[config.mk]
export PLATFORM = sky130hd
export DESIGN_NAME = time_triggered_task_table
export DESIGN_NICKNAME = d
export VERILOG_FILES = /design/src/hw/rtl/ttt_pkg.sv /design/src/hw/rtl/ttt_slot_alu.sv /design/src/hw/rtl/time_triggered_task_table.sv
export SDC_FILE = /design/constraint.sdc
export NUM_CORES = 1
export LEC_CHECK = 0
export ABC_AREA = 1
export BUFFER_PORTS_ARGS = -buffer_cell sky130_fd_sc_hd__buf_2
export CORE_MARGIN = 2
export CORE_UTILIZATION = 45
export DETAILED_ROUTE_END_ITERATION = 10
export HOLD_SLACK_MARGIN = 0.08
export SLEW_MARGIN = 40
export SYNTH_ARGS = -nofsm -noshare
export SYNTH_HDL_FRONTEND = slang
export SYNTH_HIERARCHICAL = 1
export SYNTH_SLANG_ARGS = --single-unit
[constraint.sdc]
create_clock -name aclk -period 8 [get_ports aclk]
set_clock_uncertainty 0.1 [all_clocks]
set_input_delay 1.6 -clock aclk [delete_from_list [all_inputs] [get_ports aclk]]
set_output_delay 1.6 -clock aclk [all_outputs]
set_load 0.02 [all_outputs]
[src/hw/rtl/ttt_pkg.sv]
// Shared types and constants of the time-triggered task table.
`default_nettype none

package ttt_pkg;

    typedef enum logic [1:0] {
        ACT_ADD      = 2'd0,
        ACT_DELETE   = 2'd1,
        ACT_OVERFLOW = 2'd2,
        ACT_DISPATCH = 2'd3
    } action_t;

    localparam logic [1:0] STAT_OK    = 2'd0;
    localparam logic [1:0] STAT_FULL  = 2'd1;
    localparam logic [1:0] STAT_EMPTY = 2'd2;
    localparam logic [1:0] STAT_NONE  = 2'd3;

    localparam logic [7:0] RUNS_MAX  = 8'hFF;
    localparam logic [7:0] OPT_RESET = 8'd8;

    typedef enum logic [2:0] {
        S_IDLE,
        S_ADD,
        S_DELETE,
        S_OVFL,
        S_TICK,
        S_DISP,
        S_REPLY
    } state_t;

    typedef enum logic {
        MODE_TICK,
        MODE_DISPATCH
    } alu_mode_t;

    typedef struct packed {
        logic [7:0]  task_id;
        logic [15:0] delay;
        logic [15:0] period;
        logic [7:0]  runs;
    } slot_entry_t;

    typedef struct packed {
        logic we;     // write the updated entry back
        logic ready;  // dispatch: slot has a pending run
        logic clear;  // dispatch: one-shot slot is freed
    } alu_flags_t;

endpackage

`default_nettype wire

[src/hw/rtl/ttt_slot_alu.sv]
// Shared per-slot update unit: tick countdown and dispatch run take.
`default_nettype none

module ttt_slot_alu
    import ttt_pkg::*;
(
    input  alu_mode_t   mode,
    input  logic        ent_valid,
    input  slot_entry_t ent_in,
    output slot_entry_t ent_out,
    output alu_flags_t  flags
);

    always_comb begin
        ent_out = ent_in;
        flags   = '0;
        unique case (mode)
            MODE_TICK: begin
                if (ent_valid) begin
                    flags.we = 1'b1;
                    if (ent_in.delay == '0) begin
                        if (ent_in.runs != RUNS_MAX) begin
                            ent_out.runs = ent_in.runs + 8'd1;
                        end
                        if (ent_in.period != '0) begin
                            ent_out.delay = ent_in.period;
                        end
                    end else begin
                        ent_out.delay = ent_in.delay - 16'd1;
                    end
                end
            end
            MODE_DISPATCH: begin
                if (ent_valid && (ent_in.runs != '0)) begin
                    flags.ready  = 1'b1;
                    ent_out.runs = ent_in.runs - 8'd1;
                    // one shot: freed on first dispatch, no write back needed
                    flags.clear  = (ent_in.period == '0);
                    flags.we     = (ent_in.period != '0);
                end
            end
        endcase
    end

endmodule

`default_nettype wire

[src/hw/rtl/time_triggered_task_table.sv]
// Top level of the time-triggered task table of a cooperative scheduler.
// Delete and overflow without tick pass through their state, S_REPLY and the output register;
// add first searches for a free slot, and a ticking overflow first walks every slot.
// Dispatch walks the table one slot per cycle unless a found slot waits for the output.
// Throughput: one item at a time; s_ready is high only in S_IDLE.
// Reset (aresetn low, synchronous): slots invalid, counters zero, overflows_per_tick = 8;
// slot memory is not cleared, the per-slot valid bits mask it.
`default_nettype none

module time_triggered_task_table
    import ttt_pkg::*;
#(
    parameter int MAX_TASKS = 8
) (
    input  wire logic        aclk,
    input  wire logic        aresetn,
    // input channel
    input  wire logic        s_valid,
    output logic             s_ready,
    input  wire logic [1:0]  s_action,
    input  wire logic [7:0]  s_task_id,
    input  wire logic [15:0] s_delay,
    input  wire logic [15:0] s_period,
    input  wire logic [2:0]  s_slot,
    // result channel
    output logic             m_valid,
    input  wire logic        m_ready,
    output logic [1:0]       m_status,
    output logic [2:0]       m_slot_out,
    output logic [7:0]       m_ready_task,
    output logic [31:0]      m_tick_count,
    output logic             m_last,
    // configuration write channel: overflows_per_tick
    input  wire logic        cfg_valid,
    output logic             cfg_ready,
    input  wire logic [7:0]  cfg_data
);

    localparam int IDXW = (MAX_TASKS > 1) ? $clog2(MAX_TASKS) : 1;
    localparam int SW   = IDXW + 3;
    localparam logic [IDXW-1:0] IDX_LAST = IDXW'(MAX_TASKS - 1);

    // ---------------------------------------------------------------
    // State
    // ---------------------------------------------------------------
    state_t               state_reg, state_next;
    logic [IDXW-1:0]      idx_reg, idx_next;
    logic [MAX_TASKS-1:0] valid_reg, valid_next;
    logic [7:0]           ovf_count_reg, ovf_count_next;
    logic [31:0]          ticks_reg, ticks_next;
    logic [7:0]           opt_reg, opt_next;

    // latched input beat
    logic [7:0]           task_reg, task_next;
    logic [15:0]          delay_reg, delay_next;
    logic [15:0]          period_reg, period_next;
    logic [2:0]           slot_reg, slot_next;

    // pending reply; during dispatch it holds the last ready slot found
    logic [1:0]           rep_status_reg, rep_status_next;
    logic [2:0]           rep_slot_reg, rep_slot_next;
    logic [7:0]           rep_task_reg, rep_task_next;
    logic                 pend_reg, pend_next;

    // output register
    logic                 m_valid_reg, m_valid_next;
    logic [1:0]           m_status_reg, m_status_next;
    logic [2:0]           m_slot_reg, m_slot_next;
    logic [7:0]           m_task_reg, m_task_next;
    logic [31:0]          m_tick_reg, m_tick_next;
    logic                 m_last_reg, m_last_next;

    // slot memory: one write and one registered read port
    slot_entry_t          slot_mem [MAX_TASKS];
    slot_entry_t          rd_data_reg;
    logic                 mem_we, mem_re;
    logic [IDXW-1:0]      mem_waddr, mem_raddr;
    slot_entry_t          mem_wdata;

    // ---------------------------------------------------------------
    // Helpers
    // ---------------------------------------------------------------
    logic                 out_free;
    logic                 idx_last;
    logic [IDXW-1:0]      idx_inc;
    logic [SW-1:0]        idx_wide, slot_wide;
    logic [2:0]           idx3;
    logic [IDXW-1:0]      sidx;
    logic                 slot_in_range;
    logic [7:0]           ovf_inc;
    logic                 tick_now;
    alu_mode_t            alu_mode;
    slot_entry_t          alu_out;
    alu_flags_t           alu_flags;
    logic                 disp_stall;

    assign out_free      = !m_valid_reg || m_ready;
    assign idx_last      = (idx_reg == IDX_LAST);
    assign idx_inc       = idx_reg + IDXW'(1);
    assign idx_wide      = {3'b000, idx_reg};
    assign idx3          = idx_wide[2:0];
    assign slot_wide     = {{IDXW{1'b0}}, slot_reg};
    assign sidx          = slot_wide[IDXW-1:0];
    assign slot_in_range = (slot_wide < SW'(MAX_TASKS));
    assign ovf_inc       = ovf_count_reg + 8'd1;
    assign tick_now      = (ovf_inc == opt_reg);
    assign alu_mode      = (state_reg == S_TICK) ? MODE_TICK : MODE_DISPATCH;
    // a second ready slot can only be taken once the output register is free for the pending one
    assign disp_stall    = alu_flags.ready && pend_reg && !out_free;

    ttt_slot_alu u_alu (
        .mode      (alu_mode),
        .ent_valid (valid_reg[idx_reg]),
        .ent_in    (rd_data_reg),
        .ent_out   (alu_out),
        .flags     (alu_flags)
    );

    // ---------------------------------------------------------------
    // Next state
    // ---------------------------------------------------------------
    always_comb begin
        state_next = state_reg;
        unique case (state_reg)
            S_IDLE: begin
                if (s_valid) begin
                    unique case (action_t'(s_action))
                        ACT_ADD:      state_next = S_ADD;
                        ACT_DELETE:   state_next = S_DELETE;
                        ACT_OVERFLOW: state_next = S_OVFL;
                        ACT_DISPATCH: state_next = S_DISP;
                    endcase
                end
            end
            S_ADD: begin
                if (!valid_reg[idx_reg] || idx_last) begin
                    state_next = S_REPLY;
                end
            end
            S_DELETE: state_next = S_REPLY;
            S_OVFL:   state_next = tick_now ? S_TICK : S_REPLY;
            S_TICK: begin
                if (idx_last) begin
                    state_next = S_REPLY;
                end
            end
            S_DISP: begin
                if (!disp_stall && idx_last) begin
                    state_next = S_REPLY;
                end
            end
            S_REPLY: begin
                if (out_free) begin
                    state_next = S_IDLE;
                end
            end
            default: state_next = S_IDLE;
        endcase
    end

    // ---------------------------------------------------------------
    // Datapath and outputs
    // ---------------------------------------------------------------
    always_comb begin
        logic emit;
        logic emit_last;

        emit            = 1'b0;
        emit_last       = 1'b0;
        s_ready         = 1'b0;
        idx_next        = idx_reg;
        valid_next      = valid_reg;
        ovf_count_next  = ovf_count_reg;
        ticks_next      = ticks_reg;
        task_next       = task_reg;
        delay_next      = delay_reg;
        period_next     = period_reg;
        slot_next       = slot_reg;
        rep_status_next = rep_status_reg;
        rep_slot_next   = rep_slot_reg;
        rep_task_next   = rep_task_reg;
        pend_next       = pend_reg;
        mem_we          = 1'b0;
        mem_re          = 1'b0;
        mem_waddr       = idx_reg;
        mem_raddr       = idx_inc;
        mem_wdata       = alu_out;

        unique case (state_reg)
            S_IDLE: begin
                s_ready = 1'b1;
                if (s_valid) begin
                    task_next   = s_task_id;
                    delay_next  = s_delay;
                    period_next = s_period;
                    slot_next   = s_slot;
                    idx_next    = '0;
                    pend_next   = 1'b0;
                    if (action_t'(s_action) == ACT_DISPATCH) begin
                        mem_re    = 1'b1;
                        mem_raddr = '0;
                    end
                end
            end
            S_ADD: begin
                rep_task_next = '0;
                if (!valid_reg[idx_reg]) begin
                    mem_we              = 1'b1;
                    mem_wdata.task_id   = task_reg;
                    mem_wdata.delay     = delay_reg;
                    mem_wdata.period    = period_reg;
                    mem_wdata.runs      = '0;
                    valid_next[idx_reg] = 1'b1;
                    rep_status_next     = STAT_OK;
                    rep_slot_next       = idx3;
                end else if (idx_last) begin
                    rep_status_next = STAT_FULL;
                    rep_slot_next   = '0;
                end else begin
                    idx_next = idx_inc;
                end
            end
            S_DELETE: begin
                rep_slot_next   = '0;
                rep_task_next   = '0;
                rep_status_next = STAT_EMPTY;
                if (slot_in_range) begin
                    if (valid_reg[sidx]) begin
                        rep_status_next = STAT_OK;
                    end
                    valid_next[sidx] = 1'b0;
                end
            end
            S_OVFL: begin
                rep_status_next = STAT_OK;
                rep_slot_next   = '0;
                rep_task_next   = '0;
                if (tick_now) begin
                    ovf_count_next = '0;
                    idx_next       = '0;
                    mem_re         = 1'b1;
                    mem_raddr      = '0;
                end else begin
                    ovf_count_next = ovf_inc;
                end
            end
            S_TICK: begin
                mem_we = alu_flags.we;
                if (idx_last) begin
                    ticks_next = ticks_reg + 32'd1;
                end else begin
                    idx_next = idx_inc;
                    mem_re   = 1'b1;
                end
            end
            S_DISP: begin
                if (!disp_stall) begin
                    mem_we = alu_flags.we;
                    if (alu_flags.ready) begin
                        // push out the previous ready slot, this one waits
                        emit            = pend_reg;
                        pend_next       = 1'b1;
                        rep_status_next = STAT_OK;
                        rep_slot_next   = idx3;
                        rep_task_next   = rd_data_reg.task_id;
                    end
                    if (alu_flags.clear) begin
                        valid_next[idx_reg] = 1'b0;
                    end
                    if (idx_last) begin
                        if (!pend_reg && !alu_flags.ready) begin
                            rep_status_next = STAT_NONE;
                            rep_slot_next   = '0;
                            rep_task_next   = '0;
                        end
                    end else begin
                        idx_next = idx_inc;
                        mem_re   = 1'b1;
                    end
                end
            end
            S_REPLY: begin
                if (out_free) begin
                    emit      = 1'b1;
                    emit_last = 1'b1;
                end
            end
            default: ;
        endcase

        // output register: current reply fields, stamped with the tick count
        m_valid_next  = emit || (m_valid_reg && !m_ready);
        m_status_next = emit ? rep_status_reg : m_status_reg;
        m_slot_next   = emit ? rep_slot_reg : m_slot_reg;
        m_task_next   = emit ? rep_task_reg : m_task_reg;
        m_tick_next   = emit ? ticks_reg : m_tick_reg;
        m_last_next   = emit ? emit_last : m_last_reg;

        opt_next = (cfg_valid && cfg_ready) ? cfg_data : opt_reg;
    end

    // ---------------------------------------------------------------
    // Registers
    // ---------------------------------------------------------------
    always_ff @(posedge aclk) begin
        if (!aresetn) begin
            state_reg     <= S_IDLE;
            idx_reg       <= '0;
            valid_reg     <= '0;
            ovf_count_reg <= '0;
            ticks_reg     <= '0;
            opt_reg       <= OPT_RESET;
            pend_reg      <= 1'b0;
            m_valid_reg   <= 1'b0;
        end else begin
            state_reg     <= state_next;
            idx_reg       <= idx_next;
            valid_reg     <= valid_next;
            ovf_count_reg <= ovf_count_next;
            ticks_reg     <= ticks_next;
            opt_reg       <= opt_next;
            pend_reg      <= pend_next;
            m_valid_reg   <= m_valid_next;
        end
    end

    always_ff @(posedge aclk) begin
        task_reg       <= task_next;
        delay_reg      <= delay_next;
        period_reg     <= period_next;
        slot_reg       <= slot_next;
        rep_status_reg <= rep_status_next;
        rep_slot_reg   <= rep_slot_next;
        rep_task_reg   <= rep_task_next;
        m_status_reg   <= m_status_next;
        m_slot_reg     <= m_slot_next;
        m_task_reg     <= m_task_next;
        m_tick_reg     <= m_tick_next;
        m_last_reg     <= m_last_next;
    end

    // slot memory; entries of invalid slots are don't-care
    always_ff @(posedge aclk) begin
        if (mem_we) begin
            slot_mem[mem_waddr] <= mem_wdata;
        end
        if (mem_re) begin
            rd_data_reg <= slot_mem[mem_raddr];
        end
    end

    assign cfg_ready    = 1'b1;
    assign m_valid      = m_valid_reg;
    assign m_status     = m_status_reg;
    assign m_slot_out   = m_slot_reg;
    assign m_ready_task = m_task_reg;
    assign m_tick_count = m_tick_reg;
    assign m_last       = m_last_reg;

    // ---------------------------------------------------------------
    // Assertions
    // ---------------------------------------------------------------
    // walk writes slot i while fetching slot i+1: never the same entry
    a_no_rw_collision: assert property (@(posedge aclk) disable iff (!aresetn)
        (mem_we && mem_re) |-> (mem_waddr != mem_raddr))
        else $error("slot memory read and write hit the same entry");

    // the overflow counter restarts before a tick walk begins
    a_tick_counter_clear: assert property (@(posedge aclk) disable iff (!aresetn)
        (state_reg == S_TICK) |-> (ovf_count_reg == '0))
        else $error("overflow counter not cleared during tick walk");

    // ticks only advance at the end of a tick walk
    a_ticks_from_walk: assert property (@(posedge aclk) disable iff (!aresetn)
        ($past(aresetn) && (ticks_reg != $past(ticks_reg))) |->
            ($past(state_reg) == S_TICK))
        else $error("tick count changed outside a tick walk");

    // only dispatch results are followed by more results, and they are ok
    a_non_last_is_dispatch: assert property (@(posedge aclk) disable iff (!aresetn)
        (m_valid_reg && !m_last_reg) |-> (m_status_reg == STAT_OK))
        else $error("non-final beat with a non-ok status");

endmodule

`default_nettype wire
Word-level counts from Yosys, hierarchy flattened

Memories as Yosys holds them, arrays and structs flattened. A register that Yosys moved wholly into a read port is not among the register bits.
Index checks and enable logic that the tools add are counted.
Widths: inputs -> output; s select.

Add/sub/neg operators: 6
Multiply operators: 0
Divide/modulo/power cells: 0
$lt $le $gt $ge: 5
Equal/unequal tests: 25
Shift-type cells: 0
Mux-type cells: 89
Bitwise logic cells: 5
Reduce and logical (&&, ||, !) cells: 41

Operators with widths:

| operator              | number |
|---|---|
| $mux 8                | 13 |
| $mux 48               | 2 |
| $mux 16               | 4 |
| $mux 3                | 20 |
| $add 32x1->32 const B | 1 |
| $logic_not 16->1      | 2 |
| $pmux 8 s2            | 2 |
| $pmux 8 s3            | 1 |
| $mux 1                | 22 |
| $ne 2x2->1 const B    | 11 |
| $pmux 3 s7            | 1 |
| $mux 2                | 10 |
| $add 8x1->8 const B   | 2 |
| $and 8x8->8           | 2 |
| $not 8->8             | 2 |
| $reduce_bool 16->1    | 1 |
| $sub 16x1->16 const B | 1 |
| $pmux 3 s5            | 1 |
| $reduce_and 5->1      | 3 |
| $eq 3x3->1 const B    | 4 |
| $lt 3x4->1 const B    | 3 |
| $pmux 3 s4            | 1 |
| $pmux 3 s3            | 1 |
| $eq 8x8->1            | 1 |
| 33 further kinds      | 60 |

Register bits after elaboration: 166
Bits in latches: 0
Bits in writable memories: 384
ROM bits: 0
Input port bits: 58
Output and inout port bits: 49
Logic and storage cells: 192
Memories: 1

Memory list:

| name     | depth | width | read ports | clocked after memory_dff | wr ports | line                            | source |
|---|---|---|---|---|---|---|---|
| slot_mem | 8     | 48    | 1          | 1                        | 1        | time_triggered_task_table.sv:74 | `slot_entry_t slot_mem [MAX_TASKS];` |

Logic depth before layout (Yosys ltp)

Gate-level depths: netlist (run 1).

Depth in word-level cells: 11
Mapped depth: 28
Mapped depth without buffers: 24

Hierarchy

Netlist (run 1), hierarchy kept.

Modules (own cells, without submodules):

| module                    | instances | cells an instance | area each (µm²) |
|---|---|---|---|
| time_triggered_task_table | 1         | 2558              | 26360.3 |
| ttt_slot_alu              | 1         | 410               | 1938.1 |

Worst setup path after synthesis (run 1)

OpenSTA, ideal clock, no wires.

Path kind: input -> register
Start: input port m_ready
End: memory slot_mem[6][0] (netlist bit) (enable)
Arrival: 6.744 ns
Required time: 7.328 ns
Setup slack: 0.584 ns
Stages: 8
Path buffers: 0
Cell sequence: nor2_1 nand2_1 inv_1 o21ai_0 nand2_1 nand2_1 inv_1 nor4_1

Cells in the longest elaborated chain, start to end: 7

Ends and longest elaborated chain:

| element                      | line                             | source |
|---|---|---|
| start: declaration           | time_triggered_task_table.sv:27  | `input wire logic m_ready,` |
| $logic_or 1x1->1             | time_triggered_task_table.sv:97  | `assign out_free = !m_valid_reg \|\| m_ready;` |
| $logic_not 1->1              | time_triggered_task_table.sv:109 | `assign disp_stall = alu_flags.ready && pend_reg && !out_free;` |
| $logic_and 1x1->1            | time_triggered_task_table.sv:109 |  |
| $mux 1                       | time_triggered_task_table.sv:257 | `if (!disp_stall) begin` |
| $pmux 1 s3                   | time_triggered_task_table.sv:189 | `unique case (state_reg)` |
| $mux 1                       | time_triggered_task_table.sv:344 | `if (mem_we) begin` |
| $mux 1 (implied by the code) | time_triggered_task_table.sv:345 | `slot_mem[mem_waddr] <= mem_wdata;` |
| end: declaration             | time_triggered_task_table.sv:74  |  |

Every way passes these cells.

==> metrics.txt, run 1 <==
Mapped Nets=3038; WL/cell=18.0 um; CTS Buffer Depth=3; CTS tree=done; total of max-cap violations=0; Die Y=255 um; Nets=3071; Pre-antenna DRT Iters=6; vias per inst=5.28; area of the die=64900 um2; n_diodes=0; Slew @ Worst Pin=855 ps; vias in the first global route=19300; number of synthesis warnings=6; Vias=20500; most common cell after layout, fill and taps aside=nand2_1; CTS clk-pin slew, worst paths=60 ps; most frequent cells in the layout=703 x nand2_1, 534 x edfxtp_1, 436 x inv_1; Setup Buffers After CTS=0; CTS Root Cell=clkbuf_16; CP Capture Type=register; synthesized area=28300 um2; Hold Startpoint=rep_task_reg[0]; layout cells sized above 1=0.106; CP top delay family=simple AND/OR/NAND/NOR gates; Synth Instances=2968; status=finished clean; initial core utilization=0.457; Core ar.=61900 um2; slowest cell delay on critical path=770 ps; CTS Hold Bufs=0; max reg flops=384; PwrDens=371 nW/um2; CP bufs+invs=5; pin count of the biggest net entering global routing=109; H-tree depth=3; design area=31500 um2; register bit total from synthesis=598; fin crit share=0.734; Post-Syn Area per Cell=9.53 um2; RSZ-0062 raised after global routing=no; critical path type=reg2reg; crit-path max FO=71; Die Wd=255 um; DRC=0; cell mode on critical path=nand2_1; Hold Vio Cnt, Final=0; dpl cell area=29400 um2; Period minus WS final=5870 ps; CTS Sinks=598; post_cts resized=0; Area growth syn-to-layout=11.5%; drt first-iter violations=1552; Port-buffer cells=105; Final setup violation count=0; Overflow after GRT=0; HP Class=reg2reg; detailed placer's ending HPWL=40700 um; Critical path origin=idx3[0]; maximum clock rate=170 MHz; peak supply drop=0.228 mV; Required @ worst endpoint=8270 ps; first-pass GRT wire length=109000 um; Inserted Clock Buffers=67; critical register-to-register path startpoint=idx3[0]; slowest library cell on the worst path=dfxtp_1; I/O pin total=107; Final Max Tran Viols=0; row cnt=91; Async SR Flop Fraction=0; initial antenna violation count=0; crit start category=register; Tot GR Track Use=0.217; Seq/Total Area, Yosys=0.612; gp weighted congestion=0.890; TNS Setup=0 ps; Cell variety after synth=46; clk_lat worst skew=610 ps; Worst slew margin=0.430; LEAKAGE=0.0131 uW; Top FF cell, synth=edfxtp_1; Routed Antenna Nets=0; arrival time of the worst setup path=6140 ps; Post-synth EDFFs=534; Routed WL=69900 um
[Yosys cell counts (2+ instances only)]
| cell | number | area (um2) |
|---|---|---|
| a211oi_1 | 3 | 22.5 |
| a21oi_1 | 74 | 370 |
| a221oi_1 | 8 | 70.1 |
| a22oi_1 | 3 | 22.5 |
| buf_1 | 2 | 7.51 |
| buf_2 | 61 | 305 |
| buf_4 | 43 | 323 |
| buf_6 | 7 | 78.8 |
| clkbuf_1 | 61 | 229 |
| dfxtp_1 | 64 | 1280 |
| edfxtp_1 | 534 | 16000 |
| ha_1 | 12 | 150 |
| inv_1 | 436 | 1640 |
| inv_2 | 10 | 37.5 |
| mux2_2 | 40 | 450 |
| mux2i_1 | 3 | 30.0 |
| nand2_1 | 704 | 2640 |
| nand2_2 | 5 | 31.3 |
| nand2_4 | 2 | 22.5 |
| nand3_1 | 196 | 981 |
| nand3_2 | 4 | 40.0 |
| nand3b_1 | 3 | 22.5 |
| nand4_1 | 213 | 1330 |
| nor2_1 | 318 | 1190 |
| nor2_2 | 10 | 62.6 |
| nor2_4 | 4 | 45.0 |
| nor3_1 | 39 | 195 |
| nor3_2 | 3 | 30.0 |
| nor4_1 | 6 | 37.5 |
| o21ai_0 | 56 | 280 |
| o21ai_1 | 4 | 20.0 |
| o22ai_1 | 5 | 31.3 |
| or2_2 | 2 | 12.5 |
| xnor2_1 | 5 | 43.8 |
| xor2_1 | 17 | 149 |
[power breakdown]
part	switching (uW)	internal [uW]
Clock	1220	1760
Sequential	339	4560
Combinational	2730	1090
Total	4290	7400
[through the flow]
stage | instances | setup WS, ps | power, uW | hold slack, ps | utilization
global placement | 3762 | 2340 | 8640 | 346 | 0.472
detailed placement | 3769 | 2230 | 8770 | 339 | 0.475
floorplan | 2968 | 584 | 7670 | 326 | -
global route | 3888 | 1500 | 12400 | 361 | 0.509
CTS | 3888 | 2180 | 11800 | 352 | 0.509
finish | 3888 | 2130 | 11700 | 353 | 0.509
[final timing paths]
kind                            slack [ps]  depth (start not counted)              end
worst max register to register        2130                         25  rd_data_reg[13]
worst min register to register         350                          0  m_ready_task[0]
worst min-delay path                   350                          0  m_ready_task[0]
worst max-delay path                  2130                         25  rd_data_reg[13]
[final cells by class]
class | instances | area [um2]
fillers | 5717 | 30400
flip-flops and latches | 598 | 17300
multi-input cells | 1748 | 8470
clock buffers | 86 | 1800
inverters | 448 | 1690
well taps | 837 | 1050
repair buffers | 138 | 896
clock inverters | 33 | 315
[worst register-to-register path, delay by kind of cell (launching register included)]
kind,cells,cell delay [ps]
buffers and inverters,5,2010
AO/OA/AOI/OAI,1,110
AND/OR/NAND/NOR,19,2690
flip-flops,1,770
[cell families (layout without fill, tap and decap cells)]
family                   after synthesis  after routing  share of synthesized area
AO/OA/AOI/OAI                        159            159                     0.0306
XOR/XNOR                              22             22                    0.00681
AND/OR/NAND/NOR                     1511           1511                      0.235
buffers and inverters                622            705                     0.0929
flip-flops                           598            598                      0.612
other                                  1              1                   0.000133
multiplexers                          43             43                     0.0170
adder cells (fa/ha/maj)               12             12                    0.00531
[metal layers]
layer	wire length, um	part of all wire	up-vias	GRT usage
met4	1300	0.019	0	0.0555
met1	31500	0.45	9886	0.299
met2	33000	0.47	621	0.360
met5	0	0	-	0
met3	4060	0.058	97	0.0334
li1	-	-	9932	-
Note: power is estimated with default switching activity, not from simulation.
==> inputs of run 2 (changes only) <==
Clock period 8 ns to 4.9 ns, I/O delays scaled along.
==> run 2 against run 1 <==
  * First-iteration DRC count fell by 0.52%
  * Power up 65%
  * Die area stayed put
  * Clock power is 67% higher
  * Register-to-register slack worse by 1700 ps
  * Critical path depth down 1
  * Utilization up 0.36 points
  * Non-clock buffer count increased by 4
  * Worst setup slack worse by 1700 ps
  * Clock-buffer cell count is 1 higher
  * Critical path type unchanged
  * Largest cell class unchanged
  * Largest power group unchanged
==> metrics.txt, run 2 (synthesis results as in run 1) <==
status=finished clean; Overflow after GRT=0 (unchanged); Vias=20600 (+0.31%); Die Wd=255 um (unchanged); Routed WL=70000 um (+0.22%); Nets=3076 (+0.16%); total of max-cap violations=0 (unchanged); PnR worst setup slack=424 ps (-1700 ps); design area=31800 um2 (+0.71%); CTS clk-pin slew, worst paths=60 ps (about the same); Post-Place Worst Slack=466 ps (-1760 ps); TNS Setup=0 ps (unchanged); most common cell after layout, fill and taps aside=nand2_1; drt first-iter violations=1544 (-0.52%); detailed placer's ending HPWL=40700 um (+0.14%); clk_lat worst skew=610 ps (about the same); max reg flops=384 (unchanged); Final Max Tran Viols=0 (unchanged); row cnt=91 (unchanged); Die Y=255 um (unchanged); RSZ-0062 raised after global routing=no; CTS Root Cell=clkbuf_16; vias per inst=5.29 (+0.20%); CP top delay family=simple AND/OR/NAND/NOR gates; Worst slew margin=0.433 (+0.00242); LEAKAGE=0.0132 uW (+0.68%); WL/cell=18.0 um (+0.12%); critical path type=reg2reg; H-tree depth=3 (unchanged); CTS Sinks=598 (unchanged); Core ar.=61900 um2 (unchanged); initial core utilization=0.457 (unchanged); n_diodes=0 (unchanged); Port-buffer cells=105 (unchanged); Pre-antenna DRT Iters=5 (-1); Routed Antenna Nets=0 (unchanged); dpl cell area=29500 um2 (+0.34%); critical-path cell list=nand2_1, o21ai_0, nand2_1, nand2_1, nand2_1, nand2_1, nand2_1, inv_2, nand2_1, inv_1, buf_4, nand2_1, inv_1, nand2_1, nor2_1, nor2_1, nand2_2, nor2_4, nand2_8, nand3_2, inv_2, buf_4, nand2_1, nand2_1; PwrDens=607 nW/um2 (+64%); slowest library cell on the worst path=dfxtp_1; vias in the first global route=19600 (+2.0%); HP Class=reg2reg; Required @ worst endpoint=5260 ps (-3010 ps); most frequent cells in the layout=703 x nand2_1, 534 x edfxtp_1, 436 x inv_1; Final setup violation count=0 (unchanged); CP bufs+invs=6 (+1); Setup Buffers After CTS=0 (unchanged); gp weighted congestion=0.885 (-0.58%); crit-path max FO=66 (-7.0%); slowest cell delay on critical path=610 ps (-160 ps); cell mode on critical path=nand2_1; peak supply drop=0.402 mV (+77%); arrival time of the worst setup path=4830 ps (-1310 ps); Area growth syn-to-layout=12.3%; Hold Vio Cnt, Final=0 (unchanged); I/O pin total=107 (unchanged); Inserted Clock Buffers=67 (unchanged); Slew @ Worst Pin=851 ps (-3.63 ps); pin count of the biggest net entering global routing=193 (+77%); CP Capture Type=register; layout cells sized above 1=0.110 (+0.00412); area of the die=64900 um2 (unchanged); Tot GR Track Use=0.217 (-0.000573); fin crit share=0.913 (+0.179); Period minus WS final=4480 ps (-1400 ps); post_cts resized=0 (unchanged); fill count=5637 (-1.4%); Final Hold Slack=361 ps (+8.36 ps); DRC=0 (unchanged); CTS Buffer Depth=3 (unchanged); crit start category=register; initial antenna violation count=0 (unchanged); maximum clock rate=223 MHz (+31%); CTS tree=done; first-pass GRT wire length=109000 um (+0.56%)
==> run 2: cell types whose count changed in the layout (fill, tap and decap cells not counted), sizes merged <==
cell | before | now
buf | 138 | 142
nand3 | 200 | 201
clkinvlp | 1 | 3
clkbuf | 86 | 87
clkinv | 24 | 21
bufinv | 5 | 4
==> run 2: power by group <==
| group | internal (uW) | switching (uW) |
|---|---|---|
| registers | 7440 | 548 |
| clock network | 2930 | 2040 |
| logic | 1830 | 4500 |
==> run 2: final cells by class <==
type                    instances  area (um2)  share of cell area
well taps                     837        1050              0.0330
multi-input cells            1749        8490               0.267
inverters                     448        1690              0.0533
clock inverters                31         308             0.00969
repair buffers                142        1030              0.0325
flip-flops and latches        598       17300               0.545
clock buffers                  87        1880              0.0591
==> run 2: what timing repair did <==
action	CTS	global route
hold endpoints to repair	0	0
hold buffers	0	0
setup endpoints to repair	0	17
==> run 2: through the flow <==
step / instances / power, uW / util
after floorplan: 2968 / 12500 / -
after global placement: 3770 / 14200 / 0.476
after CTS: 3889 / 19400 / 0.512
after detailed placement: 3771 / 14400 / 0.476
after global routing: 3892 / 20500 / 0.513
final: 3892 / 19300 / 0.513
==> run 2: path summary, 6_finish.rpt <==
check	depth (start not counted)	endpoint	slack, ps	start
setup / recovery	24	rd_data_reg[0]	420	idx3[0]
hold reg to reg	0	m_ready_task[1]	360	rep_task_reg[1]
hold / removal	0	m_ready_task[1]	360	rep_task_reg[1]
setup reg to reg	24	rd_data_reg[0]	420	idx3[0]
==> run 2: layer usage <==
metal,wire (um),up-vias,GRT usage
met3,4280,125,0.0301
met2,33000,669,0.356
met4,1790,0,0.0722
li1,-,9947,-
met1,31000,9858,0.296
met5,0,-,0
==> run 2: worst reg2reg max path, cell delays in order, from the launching register on <==
cell and delay, ps:
dfxtp_1 610, nand2_1 90, o21ai_0 90, nand2_1 80
nand2_1 70, nand2_1 40, nand2_1 100, nand2_1 130
inv_2 160, nand2_1 130, inv_1 70, buf_4 200
nand2_1 100, inv_1 60, nand2_1 70, nor2_1 210
nor2_1 110, nand2_2 110, nor2_4 60, nand2_8 360
nand3_2 150, inv_2 490, buf_4 540, nand2_1 100
nand2_1 100
==> inputs of run 3 (changes only) <==
Settings changed: CORE_UTILIZATION 45 to 60, PLACE_DENSITY set to 0.78, REMOVE_ABC_BUFFERS set to 1.
Clock period 4.9 ns to 4.5 ns, I/O delays scaled along.
==> run 3 against run 2 <==
  * Via count is 2.8% higher
  * Clock power hardly changed
  * Combinational power is 7.7% higher
  * Largest power group unchanged
  * First-iteration DRC count is 43% higher
  * Sequential share of layout area is 0.99 points higher
  * Non-clock buffer count is 4 lower
  * Sequential cell count stayed put
  * Register-to-register slack worse by 20 ps
==> metrics.txt, run 3 (synthesis results as in run 1) <==
I/O pin total=107 (unchanged); Die Wd=221 um (-13%); Die Y=221 um (-13%); DRC=0 (unchanged); CTS tree=done; CP bufs+invs=6 (unchanged); Period minus WS final=4090 ps (-383 ps); CTS Sinks=598 (unchanged); HP Class=in2reg; Nets=3063 (-0.42%); cell mode on critical path=nand2_1; area of the multi-input gates=8470 um2 (-0.31%); max reg flops=384 (unchanged); Inserted Clock Buffers=59 (-12%); Pre-antenna DRT Iters=6 (+1); CTS clk-pin slew, worst paths=60 ps (about the same); Port-buffer cells=105 (unchanged); Clk pwr share=0.244 (-0.014); clk_lat worst skew=630 ps (+20 ps); Final Max Tran Viols=0 (unchanged); first-pass GRT wire length=107000 um (-2.0%); Worst slew margin=0.405 (-0.0278); status=finished clean; slowest library cell on the worst path=dfxtp_1; layout cells sized above 1=0.106 (-0.00384); CTS Root Cell=clkbuf_16; critical path type=reg2reg; initial core utilization=0.608 (+0.151); post_cts resized=0 (unchanged); area of the die=48900 um2 (-25%); fin crit share=0.909 (-0.00401); cell-internal power=13000 uW (+6.1%); Routed Antenna Nets=0 (unchanged); PwrDens=658 nW/um2 (+8.3%); total of max-cap violations=0 (unchanged); vias per inst=5.80 (+9.6%); LEAKAGE=0.0131 uW (-0.77%); Required @ worst endpoint=4780 ps (-480 ps); CP top delay family=simple AND/OR/NAND/NOR gates; vias in the first global route=20400 (+3.9%); WL/cell=18.9 um (+5.0%); CP Capture Type=register; Area growth syn-to-layout=10.3%; arrival time of the worst setup path=4370 ps (-460 ps); TNS Setup=0 ps (unchanged); most common cell after layout, fill and taps aside=nand2_1; drt first-iter violations=2208 (+43%); Slew @ Worst Pin=893 ps (+41.7 ps); detailed placer's ending HPWL=37800 um (-7.1%); Switching Share=0.369 (+0.00136); P_sw=7560 uW (+6.8%); Reg area=17300 um2 (unchanged); row cnt=79 (-13%); Core ar.=46600 um2 (-25%); Overflow after GRT=0 (unchanged); crit-path max FO=68 (+3.0%); Hold Vio Cnt, Final=0 (unchanged); pin count of the biggest net entering global routing=194 (+0.52%); combinational group share of total power=0.332 (+0.004); Vias=21200 (+2.8%); RSZ-0062 raised after global routing=no; PnR worst setup slack=408 ps (-16.6 ps); CTS Hold Bufs=0 (unchanged); Routed WL=68900 um (-1.5%); peak supply drop=0.583 mV (+45%); Tot GR Track Use=0.274 (+0.0575); slowest cell delay on critical path=580 ps (-30 ps); gp weighted congestion=0.893 (+0.97%); design area=31200 um2 (-1.8%); register share of total power=0.424 (+0.010); CTS Buffer Depth=3 (unchanged); most frequent cells in the layout=703 x nand2_1, 534 x edfxtp_1, 436 x inv_1; Post-Place Worst Slack=395 ps (-71.4 ps); maximum clock rate=244 MHz (+9.4%); crit start category=register; Final setup violation count=0 (unchanged); dpl cell area=29100 um2 (-1.3%); H-tree depth=2 (-1); n_diodes=0 (unchanged); fill count=3439 (-39%); Setup Buffers After CTS=0 (unchanged); initial antenna violation count=0 (unchanged)
[run 3: cell count changes in the layout (fill, tap and decap cells not counted), moves of 2 or more]
cell,change
clkbuf_16,-10
clkbuf_1,-2
clkinv_4,-3
clkinv_2,+10
bufinv_16,+3
clkinvlp_4,-3
buf_12,-2
buf_4,-2
[run 3: path summary, 6_finish.rpt]
kind | startpoint | endpoint | slack [ps] | cells after the start
max | idx3[0] | rd_data_reg[34] | 410 | 26
min | s_period[13] | period_reg[13] | 340 | 1
max reg2reg | idx3[0] | rd_data_reg[34] | 410 | 26
min reg2reg | ticks_reg[31] | m_tick_count[31] | 350 | 0
[run 3: power groups by stage]
stage	Combinational (uW)	Clock (uW)	Sequential, uW
after floorplan	4760	0	8570
final	6820	5000	8700
after global routing	7590	5280	8760
after global placement	6370	0	8770
after detailed placement	6660	0	8790
after CTS	6710	5060	8690
[run 3: through the flow]
stage	power, uW	utilization	hold slack [ps]	std cells
floorplan	13300	-	326	2794
global placement	15100	0.626	338	3536
detailed placement	15500	0.626	336	3536
CTS	20500	0.668	311	3647
global route	21600	0.670	317	3650
finish	20500	0.670	341	3650
[run 3: final cells by class]
cell class	count	area share
multi-input combinational	1748	0.271
inverter	448	0.0545
sequential	598	0.555
tap	607	0.0243
clock inverter	37	0.0121
timing repair buffer	138	0.0317
clock buffer	74	0.0511
[run 3: per-layer routing]
metal  up-vias  global-route usage  share of wire
met3       157              0.0405          0.084
met2      1010               0.454           0.48
met4         0               0.110          0.029
met5         -                   0              0
met1     10100               0.366           0.41
li1       9905                   -              -
